**src/design/assert_macros.svh**
```systemverilog
// Assertion macros shared by the table RTL.
// Needs clk_i and rst_ni in the scope of each use.
`ifndef ASSERT_MACROS_SVH
`define ASSERT_MACROS_SVH

// property checked on every rising edge outside reset
`define ASSERT_CLK(label, prop, msg) \
  label: assert property (@(posedge clk_i) disable iff (!rst_ni) (prop)) else $error(msg);

// condition that must never be true outside reset
`define ASSERT_NEVER(label, cond, msg) \
  `ASSERT_CLK(label, !(cond), msg)

`endif

```
**src/design/lkvt_pkg.sv**
```systemverilog
// Package for the linear key/value table: sizes, codes, item and
// control/status struct types. No dependencies.
package lkvt_pkg;

  localparam int ENTRIES    = 16;
  localparam int KEY_BITS   = 32;
  localparam int VALUE_BITS = 32;

  localparam int IDX_W = (ENTRIES > 1) ? $clog2(ENTRIES) : 1;
  localparam int CNT_W = $clog2(ENTRIES + 1);

  typedef logic [IDX_W-1:0]      idx_t;
  typedef logic [CNT_W-1:0]      cnt_t;
  typedef logic [KEY_BITS-1:0]   key_t;
  typedef logic [VALUE_BITS-1:0] val_t;

  typedef enum logic [1:0] {
    CMD_INSERT = 2'd0,
    CMD_LOOKUP = 2'd1,
    CMD_REMOVE = 2'd2
  } cmd_e;

  typedef enum logic [1:0] {
    STAT_OK        = 2'd0,
    STAT_NOT_FOUND = 2'd1,
    STAT_DUPLICATE = 2'd2,
    STAT_FULL      = 2'd3
  } status_e;

  typedef struct packed {
    logic [1:0]  command;
    logic [31:0] key;
    logic [31:0] value;
  } in_item_t;

  typedef struct packed {
    logic [1:0]  status;
    logic [31:0] found_value;
    logic [4:0]  entry_count;
  } out_item_t;

  typedef struct packed {
    logic    cap;
    logic    scan_en;
    logic    hit_cap;
    logic    found_cap;
    logic    rd_last;
    logic    wr_ins;
    logic    wr_mov;
    logic    cnt_inc;
    logic    cnt_dec;
    logic    st_set;
    status_e st_val;
    logic    out_load;
  } ctl_t;

  typedef struct packed {
    logic       match;
    logic       scan_done;
    logic       full;
    logic       out_free;
    logic [1:0] cmd;
  } stat_t;

endpackage

```
**src/design/lkvt_ram.sv**
```systemverilog
// Generic single-write, single-read RAM with registered read data.
// No dependencies.
module lkvt_ram #(
  parameter int WIDTH = 32,
  parameter int DEPTH = 16,
  localparam int ADDR_W = (DEPTH > 1) ? $clog2(DEPTH) : 1
) (
  input  logic              clk_i,
  input  logic              we_i,
  input  logic [ADDR_W-1:0] waddr_i,
  input  logic [WIDTH-1:0]  wdata_i,
  input  logic              re_i,
  input  logic [ADDR_W-1:0] raddr_i,
  output logic [WIDTH-1:0]  rdata_o
);

  logic [WIDTH-1:0] mem [DEPTH];
  logic [WIDTH-1:0] rdata_q;

  always_ff @(posedge clk_i) begin
    if (we_i) begin
      mem[waddr_i] <= wdata_i;
    end
    if (re_i) begin
      rdata_q <= mem[raddr_i];
    end
  end

  assign rdata_o = rdata_q;

endmodule

```
**src/design/lkvt_dp.sv**
```systemverilog
// Datapath of the key/value table: key and value RAMs, scan counter,
// compare stage, entry count and output register. Uses lkvt_pkg, lkvt_ram.
`include "assert_macros.svh"
module lkvt_dp (
  input  logic                clk_i,
  input  logic                rst_ni,
  input  lkvt_pkg::in_item_t  in_item_i,
  output lkvt_pkg::out_item_t out_item_o,
  output logic                out_valid_o,
  input  logic                out_stall_i,
  input  lkvt_pkg::ctl_t      ctl_i,
  output lkvt_pkg::stat_t     stat_o
);

  logic [1:0]        cmd_q;
  lkvt_pkg::key_t    key_q;
  lkvt_pkg::val_t    val_q;
  lkvt_pkg::cnt_t    count_q, scan_q;
  logic              cmp_vld_q;
  lkvt_pkg::idx_t    cmp_idx_q, slot_q;
  lkvt_pkg::val_t    found_q;
  lkvt_pkg::status_e status_q;
  lkvt_pkg::out_item_t out_q;
  logic              out_valid_q;

  logic           more, issue, rd_en, wr_en;
  lkvt_pkg::idx_t rd_addr, wr_addr, last_idx;
  lkvt_pkg::key_t key_rd, key_wr;
  lkvt_pkg::val_t val_rd, val_wr;

  assign more     = scan_q < count_q;
  assign issue    = ctl_i.scan_en && more;
  assign last_idx = lkvt_pkg::idx_t'(count_q - lkvt_pkg::cnt_t'(1));
  assign rd_en    = issue || ctl_i.rd_last;
  assign rd_addr  = ctl_i.rd_last ? last_idx : scan_q[lkvt_pkg::IDX_W-1:0];
  assign wr_en    = ctl_i.wr_ins || ctl_i.wr_mov;
  assign wr_addr  = ctl_i.wr_ins ? count_q[lkvt_pkg::IDX_W-1:0] : slot_q;
  assign key_wr   = ctl_i.wr_ins ? key_q : key_rd;
  assign val_wr   = ctl_i.wr_ins ? val_q : val_rd;

  lkvt_ram #(.WIDTH(lkvt_pkg::KEY_BITS), .DEPTH(lkvt_pkg::ENTRIES)) u_key_ram (
    .clk_i   (clk_i),
    .we_i    (wr_en),
    .waddr_i (wr_addr),
    .wdata_i (key_wr),
    .re_i    (rd_en),
    .raddr_i (rd_addr),
    .rdata_o (key_rd)
  );

  lkvt_ram #(.WIDTH(lkvt_pkg::VALUE_BITS), .DEPTH(lkvt_pkg::ENTRIES)) u_val_ram (
    .clk_i   (clk_i),
    .we_i    (wr_en),
    .waddr_i (wr_addr),
    .wdata_i (val_wr),
    .re_i    (rd_en),
    .raddr_i (rd_addr),
    .rdata_o (val_rd)
  );

  always_ff @(posedge clk_i or negedge rst_ni) begin
    if (!rst_ni) begin
      count_q     <= '0;
      scan_q      <= '0;
      cmp_vld_q   <= 1'b0;
      out_valid_q <= 1'b0;
    end else begin
      if (ctl_i.cap) begin
        scan_q <= '0;
      end else if (issue) begin
        scan_q <= scan_q + lkvt_pkg::cnt_t'(1);
      end
      cmp_vld_q <= issue;
      if (ctl_i.cnt_inc) begin
        count_q <= count_q + lkvt_pkg::cnt_t'(1);
      end else if (ctl_i.cnt_dec) begin
        count_q <= count_q - lkvt_pkg::cnt_t'(1);
      end
      if (ctl_i.out_load) begin
        out_valid_q <= 1'b1;
      end else if (!out_stall_i) begin
        out_valid_q <= 1'b0;
      end
    end
  end

  always_ff @(posedge clk_i) begin
    if (ctl_i.cap) begin
      cmd_q   <= in_item_i.command;
      key_q   <= lkvt_pkg::key_t'(in_item_i.key);
      val_q   <= lkvt_pkg::val_t'(in_item_i.value);
      found_q <= '0;
    end else if (ctl_i.found_cap) begin
      found_q <= val_rd;
    end
    cmp_idx_q <= scan_q[lkvt_pkg::IDX_W-1:0];
    if (ctl_i.hit_cap) begin
      slot_q <= cmp_idx_q;
    end
    if (ctl_i.st_set) begin
      status_q <= ctl_i.st_val;
    end
    if (ctl_i.out_load) begin
      out_q.status      <= status_q;
      out_q.found_value <= 32'(found_q);
      out_q.entry_count <= 5'(count_q);
    end
  end

  assign stat_o.match     = cmp_vld_q && (key_rd == key_q);
  assign stat_o.scan_done = !cmp_vld_q && !more;
  assign stat_o.full      = count_q >= lkvt_pkg::cnt_t'(lkvt_pkg::ENTRIES);
  assign stat_o.out_free  = !out_valid_q || !out_stall_i;
  assign stat_o.cmd       = cmd_q;

  assign out_item_o  = out_q;
  assign out_valid_o = out_valid_q;

  `ASSERT_NEVER(a_count_range, count_q > lkvt_pkg::cnt_t'(lkvt_pkg::ENTRIES), "count overflow")
  `ASSERT_CLK(a_ins_not_full, ctl_i.wr_ins |-> !stat_o.full && ctl_i.cnt_inc, "insert when full")
  `ASSERT_CLK(a_mov_after_rd, ctl_i.wr_mov |-> $past(ctl_i.rd_last), "move without last read")
  `ASSERT_CLK(a_load_free, ctl_i.out_load |-> stat_o.out_free, "result overwritten")

endmodule

```
**src/design/lkvt_ctrl.sv**
```systemverilog
// Controller of the key/value table: sequences capture, scan, insert,
// last-entry move and result hand-off. Uses lkvt_pkg.
module lkvt_ctrl (
  input  logic            clk_i,
  input  logic            rst_ni,
  input  logic            in_valid_i,
  input  logic [1:0]      in_cmd_i,
  output logic            in_stall_o,
  input  lkvt_pkg::stat_t stat_i,
  output lkvt_pkg::ctl_t  ctl_o
);

  typedef enum logic [2:0] {
    S_IDLE,
    S_SCAN,
    S_MV_RD,
    S_MV_WR,
    S_DONE
  } state_e;

  state_e state_q, state_d;

  always_ff @(posedge clk_i or negedge rst_ni) begin
    if (!rst_ni) begin
      state_q <= S_IDLE;
    end else begin
      state_q <= state_d;
    end
  end

  always_comb begin
    ctl_o   = '0;
    state_d = state_q;
    unique case (state_q)
      S_IDLE: begin
        if (in_valid_i) begin
          ctl_o.cap = 1'b1;
          if (in_cmd_i == lkvt_pkg::CMD_INSERT || in_cmd_i == lkvt_pkg::CMD_LOOKUP ||
              in_cmd_i == lkvt_pkg::CMD_REMOVE) begin
            state_d = S_SCAN;
          end else begin
            ctl_o.st_set = 1'b1;
            ctl_o.st_val = lkvt_pkg::STAT_OK;
            state_d      = S_DONE;
          end
        end
      end
      S_SCAN: begin
        ctl_o.scan_en = 1'b1;
        if (stat_i.match) begin
          ctl_o.hit_cap = 1'b1;
          case (stat_i.cmd)
            lkvt_pkg::CMD_INSERT: begin
              ctl_o.st_set = 1'b1;
              ctl_o.st_val = lkvt_pkg::STAT_DUPLICATE;
              state_d      = S_DONE;
            end
            lkvt_pkg::CMD_LOOKUP: begin
              ctl_o.found_cap = 1'b1;
              ctl_o.st_set    = 1'b1;
              ctl_o.st_val    = lkvt_pkg::STAT_OK;
              state_d         = S_DONE;
            end
            lkvt_pkg::CMD_REMOVE: begin
              ctl_o.found_cap = 1'b1;
              state_d         = S_MV_RD;
            end
            default: state_d = S_DONE;
          endcase
        end else if (stat_i.scan_done) begin
          ctl_o.st_set = 1'b1;
          state_d      = S_DONE;
          if (stat_i.cmd == lkvt_pkg::CMD_INSERT) begin
            if (stat_i.full) begin
              ctl_o.st_val = lkvt_pkg::STAT_FULL;
            end else begin
              ctl_o.wr_ins  = 1'b1;
              ctl_o.cnt_inc = 1'b1;
              ctl_o.st_val  = lkvt_pkg::STAT_OK;
            end
          end else begin
            ctl_o.st_val = lkvt_pkg::STAT_NOT_FOUND;
          end
        end
      end
      S_MV_RD: begin
        ctl_o.rd_last = 1'b1;
        state_d       = S_MV_WR;
      end
      S_MV_WR: begin
        ctl_o.wr_mov  = 1'b1;
        ctl_o.cnt_dec = 1'b1;
        ctl_o.st_set  = 1'b1;
        ctl_o.st_val  = lkvt_pkg::STAT_OK;
        state_d       = S_DONE;
      end
      S_DONE: begin
        if (stat_i.out_free) begin
          ctl_o.out_load = 1'b1;
          state_d        = S_IDLE;
        end
      end
      default: state_d = S_IDLE;
    endcase
  end

  assign in_stall_o = (state_q != S_IDLE);

endmodule

```
**src/design/linear_key_value_table_unit.sv**
```systemverilog
// Linear key/value table: one command per item, scan over stored entries.
// A hit ends the scan at its slot, a miss scans all stored entries, and an unused
// command goes straight to the result; a remove hit then moves the last entry into
// the freed slot. An output stall holds the result, and no new item is taken until
// the current result has been loaded into the output register.
// Reset clears the entry count and control only; RAM contents are not cleared.
module linear_key_value_table_unit (
  input  logic                clk_i,
  input  logic                rst_ni,
  input  logic                in_valid_i,
  output logic                in_stall_o,
  input  lkvt_pkg::in_item_t  in_item_i,
  output logic                out_valid_o,
  input  logic                out_stall_i,
  output lkvt_pkg::out_item_t out_item_o
);

  lkvt_pkg::ctl_t  ctl;
  lkvt_pkg::stat_t stat;

  lkvt_ctrl u_ctrl (
    .clk_i      (clk_i),
    .rst_ni     (rst_ni),
    .in_valid_i (in_valid_i),
    .in_cmd_i   (in_item_i.command),
    .in_stall_o (in_stall_o),
    .stat_i     (stat),
    .ctl_o      (ctl)
  );

  lkvt_dp u_dp (
    .clk_i       (clk_i),
    .rst_ni      (rst_ni),
    .in_item_i   (in_item_i),
    .out_item_o  (out_item_o),
    .out_valid_o (out_valid_o),
    .out_stall_i (out_stall_i),
    .ctl_i       (ctl),
    .stat_o      (stat)
  );

endmodule

```
**config.mk**
```make
export PLATFORM = sky130hd
export DESIGN_NAME = linear_key_value_table_unit
export DESIGN_NICKNAME = d
export VERILOG_FILES = /design/src/design/lkvt_pkg.sv /design/src/design/lkvt_ram.sv /design/src/design/lkvt_dp.sv /design/src/design/lkvt_ctrl.sv /design/src/design/linear_key_value_table_unit.sv
export VERILOG_INCLUDE_DIRS = /design/src /design/src/design
export SDC_FILE = /design/constraint.sdc
export NUM_CORES = 2
export LEC_CHECK = 0
export BUFFER_PORTS_ARGS = -buffer_cell sky130_fd_sc_hd__buf_2
export CORE_AREA = 2 2 312 283
export CTS_BUF_LIST = sky130_fd_sc_hd__clkbuf_2
export DETAILED_ROUTE_END_ITERATION = 10
export DIE_AREA = 0 0 314 285
export PLACE_DENSITY = 0.79
export SETUP_SLACK_MARGIN = 0.2
export SYNTH_ARGS = -nofsm -noshare
export SYNTH_HDL_FRONTEND = slang
export SYNTH_HIERARCHICAL = 1
export SYNTH_SLANG_ARGS = --single-unit
```
**constraint.sdc**
```tcl
create_clock -name clk_i -period 8.3 [get_ports clk_i]
set_input_delay 0.83 -clock clk_i [delete_from_list [all_inputs] [get_ports clk_i]]
set_output_delay 0.83 -clock clk_i [all_outputs]
set_load 0.1 [all_outputs]
```
Word level (Yosys, flattened, before mapping)

Memories as Yosys holds them, arrays and structs flattened. A register that Yosys moved wholly into a read port is not among the register bits.
Index checks and enable logic that the tools add are counted.

Register bits after elaboration: 162
Output and inout bits: 41
Memories: 2
RAM bits: 1024

Memory list:

| name               | depth | width | rd ports | clocked after memory_dff | write ports | line           | text |
|---|---|---|---|---|---|---|---|
| u_dp.u_key_ram.mem | 16    | 32    | 1        | 1                        | 1           | lkvt_ram.sv:17 | `logic [WIDTH-1:0] mem [DEPTH];` |
| u_dp.u_val_ram.mem | 16    | 32    | 1        | 1                        | 1           | lkvt_ram.sv:17 |  |

Equal/unequal tests: 13
Add/sub/neg operators: 3
Multiplexer cells: 41
$lt $le $gt $ge: 2
Reductions and logical operators: 20

Operators with widths:

| operator                                                            | number |
|---|---|
| 32-bit two-way mux                                                  | 2 |
| 3-bit two-way mux                                                   | 11 |
| 32-bit == test                                                      | 1 |
| 5-bit two-way mux                                                   | 4 |
| 1-bit two-way mux                                                   | 16 |
| 3-bit case mux with 5 select lines                                  | 1 |
| 5-bit by 1-bit adder with 5-bit output (second input constant)      | 2 |
| 3-bit case mux with 3 select lines                                  | 1 |
| 4-bit two-way mux                                                   | 2 |
| 3-bit by 2-bit == test with 1-bit output (second input constant)    | 2 |
| 2-bit two-way mux                                                   | 3 |
| 3-bit case mux with 2 select lines                                  | 1 |
| 5-bit >= comparator (second input constant)                         | 1 |
| 1-bit logical OR                                                    | 5 |
| 5-bit < comparator                                                  | 1 |
| 5-bit by 1-bit subtractor with 5-bit output (second input constant) | 1 |
| 2-bit by 1-bit == test with 1-bit output (second input constant)    | 2 |
| 2-bit == test (second input constant)                               | 2 |
| 1-bit logical NOT                                                   | 4 |
| 2-bit logical NOT                                                   | 2 |
| 2-bit inequality test (second input constant)                       | 2 |
| 2-bit nonzero test                                                  | 2 |
| 3-bit by 1-bit == test with 1-bit output (second input constant)    | 1 |
| 3-bit == test (second input constant)                               | 1 |
| other kinds (7)                                                     | 9 |

Longest topological paths before layout

Depth after elaboration: 9
Gate-level depth with buffers: 16
Gate-level depth less buffers: 12

Hierarchy

Netlist, hierarchy kept.

By module, submodules not included:

| module    | cells each | area each (sq um) | times used | sequential area each (sq um) |
|---|---|---|---|---|
| lkvt_ram  | 838        | 20155.6           | 2          | 16335.7 |
| lkvt_dp   | 426        | 6497.5            | 1          | 4354.2 |
| lkvt_ctrl | 51         | 410.4             | 1          | 75.1 |

Least setup slack after synthesis

OpenSTA, ideal clock, no wires.

Kind: reg-to-reg
From: register u_dp.count_q[2]
To: memory u_dp.u_key_ram.mem[0][0], enable pin
Clock period less this slack: 6437 ps
Stages on the path, launching flop included: 16
Path slack: 1863 ps
Data arrival time: 5976 ps
Data required time: 7839 ps
Buffers on the path: 4
Cells stage by stage: dfrtp_1 -> clkbuf_1 -> inv_1 -> ha_1 -> nand2_1 -> o21ai_2 -> a21o_1 -> a21oi_1 -> nor2_1 -> nor4b_1 -> buf_4 -> clkbuf_1 -> buf_2 -> mux2_2 -> or3b_2 -> nor3_1

RTL lines:

| what                   | line           | text |
|---|---|---|
| start, declared        | lkvt_dp.sv:18  | `lkvt_pkg::cnt_t count_q, scan_q;` |
| start signal, assigned | lkvt_dp.sv:75  | `count_q <= count_q + lkvt_pkg::cnt_t'(1);` |
| start signal, assigned | lkvt_dp.sv:77  | `count_q <= count_q - lkvt_pkg::cnt_t'(1);` |
| end, declared          | lkvt_ram.sv:17 |  |

==> metrics.md <==
| Metric | Value |
|---|---|
| Outcome | completed |
| Die height | 285 um |
| Met1 Use GR | 30.6% |
| Most common cell in the netlist | edfxtp_1 |
| Clock slew seen by the registers of the worst setup and hold paths | 0.12 ns |
| Tot GR Track Use | 22.2% |
| Final setup fails | 0 |
| Worst path arrival time | 6.69 ns |
| Post-route ant nets | 0 |
| Total internal power | 10,400 uW |
| Syn_nets | 2,233 |
| Clock power share | 26.1% |
| CTS tree | yes |
| VDD IR max | 0.299 mV |
| Maximum operating frequency | 171 MHz |
| First-pass detailed-route iteration total | 5 |
| DPL Wire Length | 52.7 mm |
| Total core area | 0.0867 mm^2 |
| Max-Cap Viols | 0 |
| DP Cell Count | 3,340 |
| Met3 usage | 5.92% |
| Final worst setup slack | 2.46 ns |
| Pin count of the biggest net entering global routing | 165 |
| Net Sw Frac | 29.5% |
| Slew @ Worst Pin | 1.33 ns |
| Top cells by count, synth | edfxtp_1, mux4_2, a22oi_1 |
| Die area | 0.0895 mm^2 |
| Clock sinks | 1,250 |
| CP max FO | 39 |
| CTS buffer count | 311 |
| Area Growth Syn to Fin | 12.1% |
| Register area share after synthesis | 78.6% |
| Critical path launch point type | flop |
| Post-synth ARST share | 1.20% |
| First-pass GRT wire length | 148 mm |
| Reg2Reg Depth | 12 |
| Mapped Area | 0.0472 mm^2 |
| CTS H-tree depth | 5 |
| Hold Path Class | in -> reg |
| Overflow after GRT | 0 |
| Flops & latches, synth | 1,250 |
| Ys flop type | edfxtp_1 |
| Clock Skew | 0.220 ns |
| Total Nets Final | 2,681 |
| RSZ-0062 raised after global routing | false |
| # resized after CTS | 0 |
| Finished Layout Cells | 3,970 |
| CTS Root Cell | clkbuf_2 |
| Vias in the first global route | 24.8k |
| Netlist cell types | 58 |
| Flop pwr share | 53.6% |
| Ys Warns | 6 |
| Avg Vias per Cell | 5.96 |
| Largest area contributor in the netlist | edfxtp_1 |
| DRT Wirelength | 98.2 mm |
| Initial antenna violation count | 2 |
| Worst endpoint required time | 9.15 ns |
| Synth top area share | 76.3% |
| Net Sw Power | 4360 uW |
| Initial core utilization | 54.4% |
| Number of remaining DRC errors | 0 |
| Num rows | 103 |
| P per Cell Area | 279 mW/mm^2 |
| CP Capture Type | flop |
| GR peak layer | met2 |
| Combinational power share | 20.3% |
| Number of DRC markers in iteration 0 | 2,411 |
| HP Start | in_item_i[46] |
| Port Buf Inserts | 110 |
| IO Pins | 111 |
| Reg2reg start | u_dp/count_q[2]$_DFFE_PN0P_ |
| Slew HR | 11.4% |
| Final count of hold timing violations | 0 |
| Vias | 23.6k |
| Pleak | 0.0171 uW |
| Layout cells sized above 1 | 35.3% |
| Worst hold margin | 0.191 ns |
| Maximum clock insertion buffer count | 4 |
| Final Cycle Share | 70.3% |
| Clk_lat worst skew | 1.45 ns |
| EDFF count, synth | 1,199 |
| Final GP Congestion | 0.792 |
| Reg2Reg Capture Point | u_dp/u_key_ram/mem[1][2]$_DFFE_PP_ |
| Sum Neg Setup Slack | 0 ns |
| Synthesized netlist cell count | 2,153 |
| Avg Cell Area, Syn | 21.9 um^2 |
| Setup WS pre-CTS | 2.73 ns |
| Slew Viols, Final | 0 |
| Top cells by area, synth | edfxtp_1, mux4_2, a22oi_1 |
| R2r setup slk | 2.46 ns |
| Hold Path Cell Cnt | 2 |
| Final min period | 5.84 ns |
| Global Route met2 Usage | 35.0% |
| Setup bufs post-CTS | 0 |
| Wirelength per Cell | 24.7 um |
| CP Class | reg -> reg |
| Hold-fix buffers at CTS | 103 |
| Die Width | 314 um |
| Hold Path End | u_dp/key_q[14]$_DFFE_PP_ |
## critical path, stage by stage, from the launching register on
cell and delay, ns:
dfrtp_1 0.54, inv_1 0.14, ha_1 0.34, nand2_1 0.11, o21ai_2 0.24, a21o_1 0.17, a21oi_1 0.06, nor2_1 0.22
nor4b_2 0.82, buf_4 0.68, mux2_2 0.47, or3b_2 0.58, nor2_4 0.96
## layout by cell type (no fill, tap or decap), types with 4 or more instances in the layout
cell type	n
clkinv_2	7
buf_2	110
a22oi_1	128
nand2b_1	9
dlygate4sd3_1	103
mux2i_1	33
nor2_1	48
inv_2	5
mux2_2	68
xor2_1	4
bufinv_16	4
nand4_1	10
xnor2_1	37
nor2b_4	4
nor3_2	8
edfxtp_1	1199
mux4_2	256
nand2_1	76
nand3b_1	6
nor2_4	26
dfxtp_1	36
clkinv_1	55
dfrtp_1	15
ha_1	10
clkbuf_2	450
a21oi_1	8
buf_4	31
inv_1	9
## final cells by class
type	instances	area, um^2
diodes	3	7.51
clock buffers	450	2250
clock inverters	74	404
fillers	5783	33800
inverters	9	33.8
multi-input cells	783	9860
flip-flops and latches	1250	37100
well taps	1155	1450
repair buffers	246	1850
## stage by stage
stage | power, uW | area, um^2 | util, %
final | 14800 | 53000 | 61.1
after CTS | 14900 | 52900 | 61.0
after floorplan | 10200 | 47200 | -
after detailed placement | 11000 | 49300 | 56.8
after global routing | 15400 | 53000 | 61.1
after global placement | 10900 | 49300 | 56.8
## power groups by stage
stage	clock network, uW	registers [uW]	logic (uW)
final	3850	7920	2990
after global routing	4290	7940	3190
after CTS	3960	7910	3000
after detailed placement	0	8050	2950
after global placement	0	8030	2840
after floorplan	0	8260	1940
## how the worst max path moves through the flow
stage / start / end / slack, ns / depth (start not counted)
floorplan: u_dp/count_q[2]$_DFFE_PN0P_ / u_dp/u_key_ram/mem[0][0]$_DFFE_PP_ / 1.86 / 15
global placement: u_dp/count_q[2]$_DFFE_PN0P_ / u_dp/u_key_ram/mem[2][25]$_DFFE_PP_ / 2.99 / 12
detailed placement: u_dp/count_q[2]$_DFFE_PN0P_ / u_dp/u_key_ram/mem[1][25]$_DFFE_PP_ / 2.73 / 12
CTS: u_dp/count_q[2]$_DFFE_PN0P_ / u_dp/u_key_ram/mem[1][2]$_DFFE_PP_ / 2.52 / 12
global route: u_dp/count_q[2]$_DFFE_PN0P_ / u_dp/u_key_ram/mem[5][8]$_DFFE_PP_ / 2.17 / 12
finish: u_dp/count_q[2]$_DFFE_PN0P_ / u_dp/u_key_ram/mem[1][2]$_DFFE_PP_ / 2.46 / 12
## per-layer routing
layer / wire length [um] / part of all wire, %
met3: 10100 / 10
met2: 48000 / 49
met1: 38500 / 39
met5: 0 / 0
met4: 1670 / 1.7
## state kept, by name, summed over array words and instances, names as in the netlist
name,count
u_ctrl/state_q,3
u_dp/cmd_q,2
u_dp/cmp_idx_q,4
u_dp/cmp_vld_q,1
u_dp/count_q,5
u_dp/found_q,32
u_dp/key_q,32
u_dp/out_item_o,39
u_dp/out_valid_o,1
u_dp/scan_q,5
u_dp/slot_q,4
u_dp/status_q,2
u_dp/u_key_ram/mem,512
u_dp/u_key_ram/rdata_o,32
u_dp/u_val_ram/mem,512
u_dp/u_val_ram/rdata_o,32
u_dp/val_q,32
## kinds of logic after synthesis
logic type               count (synthesis)  share of synthesized area, %
XOR/XNOR                                41                         0.760
multiplexers                           360                          14.6
AO/OA/AOI/OAI                          152                          2.41
flip-flops                            1250                          78.6
AND/OR/NAND/NOR                        220                          2.18
buffers and inverters                  120                          1.21
adder cells (fa/ha/maj)                 10                         0.265
(Power assumes the default switching activity.)
